===== src/lgcw_pkg.sv =====
// shared types and constants for the grid cell walk
`default_nettype none
package lgcw_pkg;

  localparam int INT_BITS_DEF  = 16;
  localparam int FRAC_BITS_DEF = 8;
  localparam int MAX_CELLS_DEF = 64;
  localparam int CELL_W        = 16;
  localparam int AXES          = 3;

  typedef struct packed {
    logic [CELL_W-1:0] x;
    logic [CELL_W-1:0] y;
    logic [CELL_W-1:0] z;
  } cell_t;

  typedef struct packed {
    logic busy;
    logic done;
  } div_stat_t;

  typedef enum logic [3:0] {
    S_IDLE,
    S_SETUP,
    S_PUSH_START,
    S_SEL,
    S_CMP1,
    S_CMP2,
    S_CMP3,
    S_PICK,
    S_IMUL,
    S_IDIV_GO,
    S_IDIV_WAIT,
    S_PUSH_CROSS,
    S_PUSH_END,
    S_EMIT_RD,
    S_EMIT_LD,
    S_ERR
  } state_t;

endpackage
`default_nettype wire


===== src/lgcw_div.sv =====
// iterative restoring divider, one quotient bit per cycle
`default_nettype none
module lgcw_div #(
  parameter int W = lgcw_pkg::INT_BITS_DEF + lgcw_pkg::FRAC_BITS_DEF
) (
  input  logic                  clk,
  input  logic                  rst,
  input  logic                  start,
  input  logic [2*W-1:0]        dividend,
  input  logic [W-1:0]          divisor,
  output lgcw_pkg::div_stat_t   stat,
  output logic [W-1:0]          quotient
);
  import lgcw_pkg::*;

  localparam int SW = $clog2(W + 1);

  logic [W-1:0]  rem;
  logic [W-1:0]  low;
  logic [SW-1:0] steps;
  logic          done;
  logic [W:0]    trial;
  logic [W:0]    shifted;

  // dividend high half is below the divisor, so the quotient fits W bits
  assign shifted = {rem, low[W-1]};
  assign trial   = shifted - {1'b0, divisor};

  always_ff @(posedge clk) begin
    if (rst) begin
      steps <= '0;
      done  <= 1'b0;
    end else begin
      done <= 1'b0;
      if (start) begin
        rem   <= dividend[2*W-1:W];
        low   <= dividend[W-1:0];
        steps <= SW'(W);
      end else if (steps != '0) begin
        if (!trial[W]) begin
          rem <= trial[W-1:0];
          low <= {low[W-2:0], 1'b1};
        end else begin
          rem <= shifted[W-1:0];
          low <= {low[W-2:0], 1'b0};
        end
        steps <= steps - SW'(1);
        if (steps == SW'(1)) begin
          done <= 1'b1;
        end
      end
    end
  end

  assign stat.busy = (steps != '0);
  assign stat.done = done;
  assign quotient  = low;

endmodule
`default_nettype wire


===== config.mk =====
export PLATFORM = sky130hd
export DESIGN_NAME = lgcw_div
export DESIGN_NICKNAME = d
export VERILOG_FILES = /design/src/lgcw_pkg.sv /design/src/lgcw_div.sv
export SDC_FILE = /design/constraint.sdc
export NUM_CORES = 1
export LEC_CHECK = 0
export BUFFER_PORTS_ARGS = -buffer_cell sky130_fd_sc_hd__buf_4
export CAP_MARGIN = 20
export CORE_MARGIN = 3
export CORE_UTILIZATION = 55
export CTS_CLUSTER_SIZE = 28
export DETAILED_ROUTE_END_ITERATION = 10
export GPL_ROUTABILITY_DRIVEN = 0
export PLACE_DENSITY_LB_ADDON = 0.12
export SYNTH_ARGS = -nofsm -noshare
export SYNTH_HDL_FRONTEND = slang
export SYNTH_SLANG_ARGS = --single-unit
export TNS_END_PERCENT = 30

===== constraint.sdc =====
create_clock -name clk -period 9.5 [get_ports clk]
set_clock_uncertainty 0.2 [all_clocks]
set_input_delay 2.375 -clock clk [delete_from_list [all_inputs] [get_ports clk]]
set_output_delay 2.375 -clock clk [all_outputs]
set_load 0.02 [all_outputs]

# Word-level counts from Yosys, hierarchy flattened
# Cells that the tools add are included.
# word_totals
regBits,54
latch_bits,0
ramBits,0
romBits,0
input_bits,75
out_inout_bits,26
wordCells,24
n_memories,0
# op_classes
n_addsub,2
mul,0
div_mod_pow,0
n_lt_le_gt_ge,0
n_eq_ne,1
n_shift,0
mux,9
bitwise,2
reduce_logical,5
# ops
cell,count
two-way mux 24 bit,5
subtractor 25 x 24 -> 25 bit,1
two-way mux 5 bit,2
== test 5 x 1 -> 1 bit (second input constant),1
nonzero test 5 bit,1
subtractor 5 x 1 -> 5 bit (second input constant),1
OR reduction 3 bit,1
two-way mux 1 bit,2
inverter 1 bit,2
AND reduction 2 bit,1
nonzero test 2 bit,1
OR reduction 2 bit,1

# Logic depth before layout (Yosys ltp)
# logic_depth
word_depth,4
depth_mapped,13
depth_no_buf,12

# Least setup slack after synthesis
# OpenSTA, ideal clock, no wires.
# synth_timing
path_type,input -> register
from,input port start
to,"register low[0], in the netlist quotient[0] (enable)"
setup_ns,0.454
arrival_ns,4.755
t_required_ns,8.846
slack_ns,4.091
cell_stages,3
path_buffers,1
path_cell_list,clkbuf_1 nor2_1 nor2_1
# synth_between
elab_chain_len,2
# synth_rtl
item,line_no,text
"start, declared",lgcw_div.sv:8,"input logic start,"
nonzero test 2 bit (no source line),n/a,
AND reduction 2 bit (no source line),n/a,
"end signal, assigned",lgcw_div.sv:37,low <= dividend[W-1:0];
"end signal, assigned",lgcw_div.sv:42,"low <= {low[W-2:0], 1'b1};"
"end signal, assigned",lgcw_div.sv:45,"low <= {low[W-2:0], 1'b0};"
"end, declared",lgcw_div.sv:19,logic [W-1:0] low;
# Every way passes these cells.
# A chain may end at the register's enable or synchronous reset.

# Worst setup path after layout
# layout_timing
from,input port divisor[0]
to,"register rem[23], data pin"
# layout_between
elab_chain_len,4
# layout_rtl
item,line_no,text
"start, declared",lgcw_div.sv:10,"input logic [W-1:0] divisor,"
subtractor 25 x 24 -> 25 bit,lgcw_div.sv:27,"assign trial = shifted - {1'b0, divisor};"
two-way mux 24 bit,lgcw_div.sv:40,if (!trial[W]) begin
two-way mux 24 bit,lgcw_div.sv:39,end else if (steps != '0) begin
two-way mux 24 bit,lgcw_div.sv:35,if (start) begin
"end signal, assigned",lgcw_div.sv:36,rem <= dividend[2*W-1:W];
"end signal, assigned",lgcw_div.sv:41,rem <= trial[W-1:0];
"end signal, assigned",lgcw_div.sv:44,rem <= shifted[W-1:0];
"end, declared",lgcw_div.sv:18,logic [W-1:0] rem;
# Every way passes these cells. The select of a mux whose other input is x is not followed.

==> flow_metrics.py <==
metrics = {
    "floorplan": {
        "coreArea_sq_um": 6830,
        "start_util": 0.571,
        "die_w_um": 90.2,
        "fp.dieH_um": 90.2,
        "die_area_sq_um": 8130,
        "core.rowCount": 30,
        "ioPinCount": 101,
    },
    "timing": {
        "fmax_mhz": 177,
        "maxSlewHeadroom": 0.421,
        "hold_viol_final": 0,
        "worst_pin_slew_ps": 869,
        "slew_violations": 0,
        "setup_tns_ps": 0,
        "period_needed_ps": 5640,
        "period_share": 0.593,
        "setup_violations": 0,
        "hold_slack_ps": 289,
        "rsz0062_at_grt": "no",
    },
    "synthesis": {
        "synth.most_common_cell": "edfxtp_1",
        "synth_fp_nets": 487,
        "synth_edf_count": 48,
        "ys_seq_elements": 54,
        "synth_top_area_frac": 0.370,
        "async_flop_share": 0,
        "syn_area_per_cell_sq_um": 10.1,
        "ys_warn_count": 0,
        "syn_inst": 384,
        "synth_top_area_cell": "edfxtp_1",
        "ys.flop_type": "edfxtp_1",
        "syn-cell-area_sq_um": 3900,
        "yosysSeqAreaShare": 0.401,
        "synth_cell_types": 59,
        "synthTopCellsByCount": "48 x edfxtp_1, 34 x nand2_1, 31 x inv_1",
        "synth_area_leaders": "edfxtp_1 37%, ha_1 8.7%, mux2_2 6.6%, mux2i_1 4.1%, xnor2_1 3.8%",
    },
    "clock_network": {
        "post_cts_buffers": 0,
        "clk_pin_slew_worst_paths_ps": 110,
        "cts_tree": "done",
        "h-tree-depth": 2,
        "cts_made_buffers": 5,
        "clock_latency_ps": 310,
        "ctsHoldBuffers": 0,
        "cts_buffer_depth": 2,
        "cts_resized": 0,
        "cts-root-buf": "clkbuf_8",
        "clock-sinks": 54,
    },
    "worst_setup_path": {
        "reg2reg_setup_slack_ps": 5520,
        "critPathMaxStageDelay_ps": 510,
        "cp_data_required_time_ps": 9370,
        "crit_slowest_cell": "a311oi_4",
        "cp_max_fo": 24,
        "crit_top_cell": "buf_4",
        "arrival_ps": 5510,
        "setup.worst_path.start_class": "input port",
        "crit_path_end_kind": "register",
        "path_cells": "buf_4 > ha_1 > inv_1 > fa_1 > a211oi_2 > o211ai_2 > and4bb_1 > nor2_1 > a2111oi_2 > a311oi_4 > buf_4 > nor4_2 > a221o_1",
        "critPathKind": "in -> reg",
    },
    "routing": {
        "vias_per_cell": 5.46,
        "first_pass_iters": 4,
        "detail-route-antenna-nets": 0,
        "drc_errors": 0,
        "vias": 3122,
        "drt_iter0_markers": 154,
        "wirelength_um": 8380,
        "wl_per_cell_um": 14.7,
    },
    "placement": {
        "placed_area_sq_um": 4690,
        "dp_cells": 564,
        "port_buffers": 100,
        "hpwl_um": 6030,
    },
    "global_routing": {
        "grt_pass1_wl_um": 13900,
        "grt_pass1_vias": 3110,
        "grt_usage": 0.203,
        "antenna_found_initial": 0,
        "grt_max_degree": 87,
        "grt-ovfl-total": 0,
    },
    "cells_and_area": {
        "finalNetCount": 578,
        "fin_cells": 572,
        "final_layout_size_suffix_gt1_frac": 0.300,
        "fillers": 572,
        "finalInstanceArea_sq_um": 4780,
        "final_util": 0.699,
        "areaGrowthSynthToFinish_pct": 22.6,
        "diodes": 0,
    },
    "power": {
        "ir_drop_v": 0.0000825,
        "power.density_nw_per_um2": 177,
        "p_leak_nw": 2.08,
    },
    "outcome": {
        "outcome": "finished, final reports clean",
    },
    "job": {
        "max-cap-violations": 0,
    },
    "min_path": {
        "hold_class": "reg -> reg",
    },
}
[registers in the layout (all words and copies together) (netlist names)]
signal and cells:
quotient 24, rem 24, steps 5, done 1
[metrics by stage]
step                power [mW]  setup slack, ps
floorplan                0.623             4090
global placement         0.703             3680
detailed placement       0.712             3590
CTS                      0.851             3870
global route             0.905             3650
finish                   0.846             3860
[cell type report]
| cell class | instances | area [sq um] | share of cell area |
|---|---|---|---|
| multi-input cells | 281 | 2120 | 0.445 |
| flip-flops and latches | 54 | 1560 | 0.327 |
| repair buffers | 102 | 766 | 0.160 |
| well taps | 96 | 120 | 0.0251 |
| inverters | 31 | 116 | 0.0244 |
| clock buffers | 6 | 72.6 | 0.0152 |
| clock inverters | 2 | 17.5 | 0.00367 |
[final timing paths]
| kind | start | to | depth (start not counted) |
|---|---|---|---|
| worst max-delay path | divisor[0] | rem[23]$_DFFE_PP_ | 13 |
| worst min-delay path | steps[4]$_SDFFE_PP0N_ | done$_SDFF_PP0_ | 1 |
| worst max register to register | quotient[23]$_DFFE_PP_ | rem[23]$_DFFE_PP_ | 13 |
| worst min register to register | steps[4]$_SDFFE_PP0N_ | done$_SDFF_PP0_ | 1 |
[cell usage in the layout (no fill, tap or decap), types with 6 or more instances in the layout]
cell	n
buf_4	102
edfxtp_1	48
nand2_1	34
inv_1	31
ha_1	27
mux2_2	23
a21oi_1	21
nor2_1	18
xnor2_1	17
o21ai_1	17
mux2i_1	16
a21o_1	10
o21ai_0	8
nor3_1	8
nand3_1	6
nor2b_1	6
xor2_1	6
dfxtp_1	6
[critical path, delay by kind of cell]
| kind | cells | cell delay [ps] |
|---|---|---|
| AND/OR/NAND/NOR | 3 | 520 |
| AO/OA/AOI/OAI | 5 | 1400 |
| buffers and inverters | 3 | 580 |
| adder cells (fa/ha/maj) | 2 | 620 |
[routing by layer]
| layer | wire length (um) | GRT usage | share of wire |
|---|---|---|---|
| met1 | 3670 | 0.256 | 0.44 |
| met2 | 3950 | 0.339 | 0.47 |
| met3 | 688 | 0.0669 | 0.082 |
| met4 | 69 | 0.0472 | 0.0082 |
| met5 | 0 | 0 | 0 |
[cell families after synthesis]
| logic type | synth area share |
|---|---|
| buffers and inverters | 0.0562 |
| muxes | 0.114 |
| AOI/OAI and AO/OA | 0.161 |
| and+or+nand+nor | 0.124 |
| DFF | 0.401 |
| xor gates and xnor gates | 0.0517 |
| adders and majority gates | 0.0918 |
[report_power, final]
| part | internal (mW) | switching, mW | total (mW) |
|---|---|---|---|
| Sequential | 0.304 | 0.0196 | 0.324 |
| Combinational | 0.180 | 0.205 | 0.385 |
| Clock | 0.0543 | 0.0825 | 0.137 |
(Power assumes the default switching activity.)
